==> config.mk <==
export PLATFORM = sky130hd
export DESIGN_NAME = servo_slew_rate_limiter
export DESIGN_NICKNAME = d
export VERILOG_FILES = /design/src/rtl/slr_pkg.sv /design/src/rtl/servo_slew_rate_limiter.sv /design/src/rtl/slr_regs.sv /design/src/rtl/slr_core.sv
export SDC_FILE = /design/constraint.sdc
export NUM_CORES = 1
export LEC_CHECK = 0
export BUFFER_PORTS_ARGS = -buffer_cell sky130_fd_sc_hd__buf_2
export CORE_ASPECT_RATIO = 1.75
export CORE_MARGIN = 2
export CORE_UTILIZATION = 50
export DETAILED_ROUTE_END_ITERATION = 7
export PLACE_DENSITY = 0.68
export SYNTH_ARGS = -nofsm -noshare
export SYNTH_HDL_FRONTEND = slang
export SYNTH_SLANG_ARGS = --single-unit
==> constraint.sdc <==
create_clock -name clk -period 8 [get_ports clk]
set_clock_uncertainty 0.15 [all_clocks]
set_input_delay 1.2 -clock clk [delete_from_list [all_inputs] [get_ports clk]]
set_output_delay 1.2 -clock clk [all_outputs]
set_load 0.01 [all_outputs]
==> src/rtl/slr_pkg.sv <==
`timescale 1ns / 1ps
// Shared types, constants and helper functions for the servo slew-rate limiter.
// No dependencies; used by every module in rtl/.
package slr_pkg;

	localparam int NUM_CH            = 3;
	localparam int MOTOR_CHANNEL_DEF = 1;

	localparam logic [15:0] PULSE_RESET = 16'd6000;
	localparam logic [15:0] CLAMP_HI    = 16'd10000;
	localparam logic [15:0] CLAMP_LO    = 16'd2000;
	localparam logic [7:0]  SIGN_BIT    = 8'h80;
	localparam logic [7:0]  MAG_MASK    = 8'h7f;

	localparam int PADDR_W = 5;
	localparam int PDATA_W = 32;

	// Command modes
	typedef enum logic [2:0] {
		MODE_TICK     = 3'd0,
		MODE_NEUTRAL  = 3'd1,
		MODE_MODIFY   = 3'd2,
		MODE_FWD_THR  = 3'd3,
		MODE_BACK_THR = 3'd4,
		MODE_INIT_FWD = 3'd5,
		MODE_INIT_BCK = 3'd6
	} mode_t;

	// Register indexes (byte address = 4 * index)
	typedef enum logic [2:0] {
		REG_PULSE_MIN     = 3'd0,
		REG_PULSE_MAX     = 3'd1,
		REG_PULSE_NEUTRAL = 3'd2,
		REG_FORWARD_BASE  = 3'd3,
		REG_REVERSE_BASE  = 3'd4,
		REG_SLEW_RATE_0   = 3'd5,
		REG_SLEW_RATE_1   = 3'd6,
		REG_SLEW_RATE_2   = 3'd7
	} reg_idx_t;

	typedef struct packed {
		logic [15:0] pulse_min;
		logic [15:0] pulse_max;
		logic [15:0] pulse_neutral;
		logic [15:0] forward_base;
		logic [15:0] reverse_base;
		logic [7:0]  slew_rate_0;
		logic [7:0]  slew_rate_1;
		logic [7:0]  slew_rate_2;
	} cfg_t;

	typedef struct packed {
		mode_t       mode;
		logic [1:0]  channel;
		logic [7:0]  offset;
	} cmd_item_t;

	typedef struct packed {
		logic [15:0] pulse_0;
		logic [15:0] pulse_1;
		logic [15:0] pulse_2;
		logic        pulse_load;
		logic [15:0] motor_target;
	} res_item_t;

	// Sign-magnitude nudge of a target: add while below hi, subtract while above lo
	function automatic logic [15:0] modify_target(
		input logic [15:0] t,
		input logic [7:0]  off,
		input logic [15:0] lo,
		input logic [15:0] hi
	);
		logic [15:0] r;
		r = t;
		if ((off & SIGN_BIT) == 8'h00) begin
			if (t < hi) r = t + {8'h00, off};
		end else begin
			if (t > lo) r = t - {8'h00, off & MAG_MASK};
		end
		return r;
	endfunction

	// One tick of slew limiting for one channel
	function automatic logic [15:0] slew_step(
		input logic [15:0] c,
		input logic [15:0] t,
		input logic [7:0]  rate
	);
		logic [15:0] c1;
		logic [15:0] c2;
		logic [15:0] r16;
		r16 = {8'h00, rate};
		if (rate == 8'h00) begin
			c2 = t;
		end else begin
			c1 = (t > c) ? c + r16 : c;
			c2 = (t < c1) ? c1 - r16 : c1;
			if (c2 > CLAMP_HI) c2 = CLAMP_HI;
			if (c2 < CLAMP_LO) c2 = CLAMP_LO;
		end
		return c2;
	endfunction

endpackage

==> src/rtl/servo_slew_rate_limiter.sv <==
// Servo slew-rate limiter, three channels, top level.
// Pipeline: input register, command logic, result register.
// Throughput: one item per cycle while no held result (res_stall) blocks the result slot.
// Reset (arst_n low, asynchronous): widths and targets go to 6000, registers to defaults.
// Depends on slr_pkg, slr_regs, slr_core.
`timescale 1ns / 1ps
module servo_slew_rate_limiter #(
	parameter int MOTOR_CHANNEL = slr_pkg::MOTOR_CHANNEL_DEF
) (
	input  logic                        clk,
	input  logic                        arst_n,
	input  logic                        psel,
	input  logic                        penable,
	input  logic                        pwrite,
	input  logic [slr_pkg::PADDR_W-1:0] paddr,
	input  logic [slr_pkg::PDATA_W-1:0] pwdata,
	output logic [slr_pkg::PDATA_W-1:0] prdata,
	output logic                        pready,
	input  logic                        cmd_valid,
	output logic                        cmd_stall,
	input  slr_pkg::cmd_item_t          cmd,
	output logic                        res_valid,
	input  logic                        res_stall,
	output slr_pkg::res_item_t          res
);

	slr_pkg::cfg_t      cfg;
	slr_pkg::cmd_item_t cmd_s1;
	logic               valid_s1;
	slr_pkg::res_item_t res_next;
	slr_pkg::res_item_t res_q;
	logic               res_valid_q;
	logic               adv;
	logic               go;

	slr_regs u_regs (
		.clk     (clk),
		.arst_n  (arst_n),
		.psel    (psel),
		.penable (penable),
		.pwrite  (pwrite),
		.paddr   (paddr),
		.pwdata  (pwdata),
		.prdata  (prdata),
		.pready  (pready),
		.cfg     (cfg)
	);

	slr_core #(
		.MOTOR_CHANNEL (MOTOR_CHANNEL)
	) u_core (
		.clk      (clk),
		.arst_n   (arst_n),
		.cfg      (cfg),
		.go       (go),
		.item     (cmd_s1),
		.res_next (res_next)
	);

	// Handshake: result slot free or draining this cycle
	assign adv       = !res_valid_q || !res_stall;
	assign go        = valid_s1 && adv;
	assign cmd_stall = valid_s1 && !adv;
	assign res_valid = res_valid_q;
	assign res       = res_q;

	// Input register
	always_ff @(posedge clk or negedge arst_n) begin
		if (!arst_n) begin
			valid_s1 <= 1'b0;
		end else if (!cmd_stall) begin
			valid_s1 <= cmd_valid;
		end
	end

	always_ff @(posedge clk) begin
		if (cmd_valid && !cmd_stall) begin
			cmd_s1 <= cmd;
		end
	end

	// Result register
	always_ff @(posedge clk or negedge arst_n) begin
		if (!arst_n) begin
			res_valid_q <= 1'b0;
		end else if (adv) begin
			res_valid_q <= valid_s1;
		end
	end

	always_ff @(posedge clk) begin
		if (go) begin
			res_q <= res_next;
		end
	end

`ifndef NO_ASSERTIONS
	// Input only backs up when a result is held by the consumer
	a_stall_cause: assert property (@(posedge clk) disable iff (!arst_n)
		cmd_stall |-> (res_valid && res_stall))
		else $error("cmd_stall without a held result");

	// A processed item always lands in the result register with the right tick flag
	a_result_tick: assert property (@(posedge clk) disable iff (!arst_n)
		go |=> (res_valid && (res.pulse_load == ($past(cmd_s1.mode) == slr_pkg::MODE_TICK))))
		else $error("result missing or pulse_load wrong");

	// A blocked item stays in the input register
	a_hold_s1: assert property (@(posedge clk) disable iff (!arst_n)
		(valid_s1 && !adv) |=> valid_s1)
		else $error("input item lost while stalled");
`endif

endmodule

==> src/rtl/slr_regs.sv <==
`timescale 1ns / 1ps
// APB-style configuration register file for the servo slew-rate limiter.
// Depends on slr_pkg.
module slr_regs (
	input  logic                       clk,
	input  logic                       arst_n,
	input  logic                       psel,
	input  logic                       penable,
	input  logic                       pwrite,
	input  logic [slr_pkg::PADDR_W-1:0] paddr,
	input  logic [slr_pkg::PDATA_W-1:0] pwdata,
	output logic [slr_pkg::PDATA_W-1:0] prdata,
	output logic                       pready,
	output slr_pkg::cfg_t              cfg
);

	slr_pkg::cfg_t     cfg_q;
	slr_pkg::reg_idx_t idx;
	logic              wr_en;

	assign pready = 1'b1;
	assign idx    = slr_pkg::reg_idx_t'(paddr[4:2]);
	assign wr_en  = psel && penable && pwrite && pready;
	assign cfg    = cfg_q;

	// Register writes
	always_ff @(posedge clk or negedge arst_n) begin
		if (!arst_n) begin
			cfg_q.pulse_min     <= 16'd4000;
			cfg_q.pulse_max     <= 16'd8000;
			cfg_q.pulse_neutral <= 16'd6000;
			cfg_q.forward_base  <= 16'd6000;
			cfg_q.reverse_base  <= 16'd6000;
			cfg_q.slew_rate_0   <= 8'd0;
			cfg_q.slew_rate_1   <= 8'd0;
			cfg_q.slew_rate_2   <= 8'd0;
		end else if (wr_en) begin
			unique case (idx)
				slr_pkg::REG_PULSE_MIN:     cfg_q.pulse_min     <= pwdata[15:0];
				slr_pkg::REG_PULSE_MAX:     cfg_q.pulse_max     <= pwdata[15:0];
				slr_pkg::REG_PULSE_NEUTRAL: cfg_q.pulse_neutral <= pwdata[15:0];
				slr_pkg::REG_FORWARD_BASE:  cfg_q.forward_base  <= pwdata[15:0];
				slr_pkg::REG_REVERSE_BASE:  cfg_q.reverse_base  <= pwdata[15:0];
				slr_pkg::REG_SLEW_RATE_0:   cfg_q.slew_rate_0   <= pwdata[7:0];
				slr_pkg::REG_SLEW_RATE_1:   cfg_q.slew_rate_1   <= pwdata[7:0];
				slr_pkg::REG_SLEW_RATE_2:   cfg_q.slew_rate_2   <= pwdata[7:0];
				default: ;
			endcase
		end
	end

	// Read-back mux
	always_comb begin
		prdata = '0;
		unique case (idx)
			slr_pkg::REG_PULSE_MIN:     prdata = {16'h0000, cfg_q.pulse_min};
			slr_pkg::REG_PULSE_MAX:     prdata = {16'h0000, cfg_q.pulse_max};
			slr_pkg::REG_PULSE_NEUTRAL: prdata = {16'h0000, cfg_q.pulse_neutral};
			slr_pkg::REG_FORWARD_BASE:  prdata = {16'h0000, cfg_q.forward_base};
			slr_pkg::REG_REVERSE_BASE:  prdata = {16'h0000, cfg_q.reverse_base};
			slr_pkg::REG_SLEW_RATE_0:   prdata = {24'h000000, cfg_q.slew_rate_0};
			slr_pkg::REG_SLEW_RATE_1:   prdata = {24'h000000, cfg_q.slew_rate_1};
			slr_pkg::REG_SLEW_RATE_2:   prdata = {24'h000000, cfg_q.slew_rate_2};
			default:                    prdata = '0;
		endcase
	end

endmodule

==> src/rtl/slr_core.sv <==
`timescale 1ns / 1ps
// Channel state (targets and current widths) and the single-pass command logic.
// Depends on slr_pkg.
module slr_core #(
	parameter int MOTOR_CHANNEL = slr_pkg::MOTOR_CHANNEL_DEF
) (
	input  logic               clk,
	input  logic               arst_n,
	input  slr_pkg::cfg_t      cfg,
	input  logic               go,
	input  slr_pkg::cmd_item_t item,
	output slr_pkg::res_item_t res_next
);

	localparam logic [1:0] MotorIdx = 2'(MOTOR_CHANNEL % slr_pkg::NUM_CH);

	logic [15:0] tgt_q [slr_pkg::NUM_CH];
	logic [15:0] cur_q [slr_pkg::NUM_CH];
	logic [15:0] tgt_d [slr_pkg::NUM_CH];
	logic [15:0] cur_d [slr_pkg::NUM_CH];
	logic [7:0]  rate  [slr_pkg::NUM_CH];
	logic        ch_ok;
	logic [15:0] mot_t;

	assign rate[0] = cfg.slew_rate_0;
	assign rate[1] = cfg.slew_rate_1;
	assign rate[2] = cfg.slew_rate_2;
	assign ch_ok   = (item.channel < 2'(slr_pkg::NUM_CH));
	assign mot_t   = tgt_q[MotorIdx];

	// Next state for one command item
	always_comb begin
		tgt_d = tgt_q;
		cur_d = cur_q;
		unique case (item.mode)
			slr_pkg::MODE_TICK: begin
				for (int i = 0; i < slr_pkg::NUM_CH; i++) begin
					cur_d[i] = slr_pkg::slew_step(cur_q[i], tgt_q[i], rate[i]);
				end
			end
			slr_pkg::MODE_NEUTRAL: begin
				if (ch_ok) tgt_d[item.channel] = cfg.pulse_neutral;
			end
			slr_pkg::MODE_MODIFY: begin
				if (ch_ok) begin
					tgt_d[item.channel] = slr_pkg::modify_target(tgt_q[item.channel],
						item.offset, cfg.pulse_min, cfg.pulse_max);
				end
			end
			slr_pkg::MODE_FWD_THR: begin
				tgt_d[MotorIdx] = slr_pkg::modify_target(mot_t, item.offset,
					cfg.pulse_neutral, cfg.pulse_max);
			end
			slr_pkg::MODE_BACK_THR: begin
				// sign bit set moves up toward neutral, clear moves down
				if ((item.offset & slr_pkg::SIGN_BIT) != 8'h00) begin
					if (mot_t < cfg.pulse_neutral)
						tgt_d[MotorIdx] = mot_t + {8'h00, item.offset & slr_pkg::MAG_MASK};
				end else begin
					if (mot_t > cfg.pulse_min)
						tgt_d[MotorIdx] = mot_t - {8'h00, item.offset};
				end
			end
			slr_pkg::MODE_INIT_FWD: tgt_d[MotorIdx] = cfg.forward_base;
			slr_pkg::MODE_INIT_BCK: tgt_d[MotorIdx] = cfg.reverse_base;
			default: ;
		endcase
	end

	// Result: widths before the update, motor target after it
	always_comb begin
		res_next.pulse_0      = cur_q[0];
		res_next.pulse_1      = cur_q[1];
		res_next.pulse_2      = cur_q[2];
		res_next.pulse_load   = (item.mode == slr_pkg::MODE_TICK);
		res_next.motor_target = tgt_d[MotorIdx];
	end

	// Channel state registers
	always_ff @(posedge clk or negedge arst_n) begin
		if (!arst_n) begin
			for (int i = 0; i < slr_pkg::NUM_CH; i++) begin
				tgt_q[i] <= slr_pkg::PULSE_RESET;
				cur_q[i] <= slr_pkg::PULSE_RESET;
			end
		end else if (go) begin
			tgt_q <= tgt_d;
			cur_q <= cur_d;
		end
	end

endmodule

==> flow_summary.toml <==
[final_layout]
final_common_cell = "ha_1"
ff_latch_area_um2 = 7490
fill_cells = 4681
drive_gt1_share_pct = 15.1
n_antenna_cell = 0
final_cell_mix = "232 x ha_1, 231 x nor2_1, 225 x nand2_1"
nNetsFinal = 3364
multiInputGateArea_um2 = 16800
area_growth_pct = 9.32
design_area_um2 = 28000

[flow_run]
drv_cap = 0

[sta]
hold_viol_final = 0
fin_crit_sh_pct = 90.6
fmax_mhz = 138
grt_setup_unrepaired = "no"
tightest_slew_ns = 1.34
fin_crit_ns = 7.25
hold_slack_ns = 0.297
relSlewSlack_pct = 8.31
slew_viol_final = 0
finalSetupTns_ns = 0
setup_viol = 0
setup_ws_ns = 0.752

[place]
dpl_cell_area_um2 = 27000
dp_slack_ns = 0.953
hpwl_mm = 75.7
io_buffers = 121
gp_congestion = 1.02

[cts]
cts_setup_buffers = 0
htree_levels = 1
cts_resized = 0
holdBufCountCts = 0
cts_sinks = 280
cts_tree = "built"
clkLatencyLatePin_ns = 0.62
numCtsBuffers = 29
root_buffer = "clkbuf_16"
clockBufferDepth = 3
path_clk_slew_ns = 0.07

[worst_setup_path]
r2r_start = "u_regs.cfg[0]"
regToRegSetupSlack_ns = 0.75
startpoint_type = "flop"
cp.arrival_ns = 7.62
reg2regPathDepth = 24
cp_max_fo = 9
crit_path_end_kind = "flop"
critPathRequiredTime_ns = 8.37
critPathKind = "reg2reg"
worstReg2RegEnd = "u_core.res_next[19]"

[detailed_routing]
drtIter0Drc = 2268
drc = 0
final_antenna_net_count = 0
num_vias = 24700
viasPerCell = 6.58
drtPass1Iterations = 6
finalWirelength_mm = 99.4
wl_per_cell_um = 26.5

[logic_synthesis]
async_flop_share_pct = 72.1
syn_avg_cell_area_um2 = 8.56
syn_area_um2 = 25600
seq_area_frac_synth_pct = 29.2
ys_warn_count = 0
ys_ff_latch = 280
ys_types = 113
ys.flop_type = "dfrtp_1"
synth-edff-count = 78
syn_inst = 2994

[global_route]
grt_usage_pct = 37.0
grt_overflow = 0
grt_antenna_before_repair = 1
grt_pass1_wl_mm = 149
grt_max_degree = 163
grt_pass1_vias = 24400

[run_status]
outcome = "finished, final reports clean"

[die]
coreArea_um2 = 50600
fp.dieH_um = 304
ios = 157
fp.dieArea_um2 = 53200
initial_utilization_pct = 50.7
rows = 109
die_w_um = 175

[min_path]
hp-class = "reg2reg"
hp-start = "u_core.res_next[63]"
min_path_cells = 0
min_to = "res[63]"

[pwr]
leakage_uw = 0.0124
finalPower_uw = 11000
p_per_area_nw_per_um2 = 392
irDropWorstVdd_mv = 0.212
## critical path, stage by stage (launching register included)
cell	delay [ns]
dfrtp_1	0.50
ha_1	0.30
fa_1	0.47
a211oi_1	0.31
o21ai_0	0.17
a21o_1	0.20
a21oi_1	0.43
nor2_1	0.20
xnor2_1	0.61
inv_1	0.26
ha_1	0.36
a21o_1	0.17
a21oi_1	0.12
o21ai_0	0.11
nand3_1	0.09
nand2_1	0.11
a311oi_1	0.31
o41a_1	0.25
a21oi_2	0.13
buf_4	0.21
o31ai_1	0.30
o311ai_1	0.23
a2111o_1	0.48
a211o_1	0.43
o31ai_2	0.25
## Yosys cell counts, types with 14 or more instances
cell type	instances	area, µm²
ha_1	232	2900
nor2_1	232	871
nand2_1	226	848
a21oi_1	206	1030
o21ai_0	199	996
inv_1	192	721
dfrtp_1	127	3180
clkbuf_1	125	469
xnor2_1	104	911
a21o_1	90	676
edfxtp_1	78	2340
mux2_2	76	856
dfstp_2	75	1970
nor3_1	66	330
mux2i_1	63	631
nand3_1	59	295
nand4_1	58	363
nand2b_1	34	213
and2_1	33	206
a31oi_1	30	188
o21a_1	30	225
or3_1	29	181
nor4_1	28	175
xor2_1	28	245
a211oi_1	27	203
a221oi_1	26	228
and3_1	25	156
o211ai_1	25	188
nor2b_1	24	150
o22ai_1	23	144
o31ai_1	22	165
a22oi_1	19	143
buf_4	18	135
o21bai_1	17	128
or4_1	17	128
a311oi_1	15	131
or2_2	15	93.8
o221ai_1	14	123
## per-stage QoR
step                      cells  util, %
final                      3754     55.4
after global routing       3754     55.4
after CTS                  3754     55.4
after detailed placement   3700     53.4
after global placement     3700     53.4
after floorplan            3009        -
## layer usage
metal | vias up | global-route usage [%] | routed length [µm]
met5 | - | 0 | 44
met4 | 2 | 33.1 | 10600
met3 | 442 | 3.97 | 5840
met2 | 1172 | 65.0 | 48800
met1 | 11900 | 39.2 | 34100
li1 | 11200 | - | -
## cell type report
class	count	area share (%)
inverters	194	2.60
flip-flops and latches	280	26.7
clock buffers	40	3.18
clock inverters	14	0.437
multi-input cells	2366	59.9
well taps	666	2.97
repair buffers	194	4.19
## sequential cells by signal, summed over array words and instances (netlist names)
name / cells
cmd_s1: 13
res: 65
res_valid: 1
u_core.mot_t: 16
u_core.res_next: 48
u_core.tgt_q: 32
u_regs.cfg: 104
valid_s1: 1
## worst max-delay path by stage
stage                        start                  end  slack, ns  cells after the start
2_1_floorplan  u_core.res_next[61]  u_core.res_next[61]       1.74                     26
3_3_place_gp         u_regs.cfg[0]  u_core.res_next[18]       1.02                     23
3_5_place_dp         u_regs.cfg[0]  u_core.res_next[19]       0.95                     23
4_1_cts              u_regs.cfg[0]  u_core.res_next[19]       0.90                     23
5_1_grt              u_regs.cfg[0]  u_core.res_next[19]       0.40                     23
6_report             u_regs.cfg[0]  u_core.res_next[19]       0.75                     24
## cells by family after synthesis
kind of cell    count (synthesis)  share of synthesized area [%]
compound gates                928                           24.4
xor+xnor                      134                           4.68
flops                         280                           29.2
buf+inv                       363                           5.70
other cells                     2                         0.0293
mux                           147                           6.39
fa+ha+maj                     249                           12.4
simple gates                  891                           17.2
## report_power, final
group | switching (µW) | internal (µW)
logic | 4430 | 2700
registers | 454 | 1930
clock network | 663 | 820
Power figures use the tool's default switching activity.
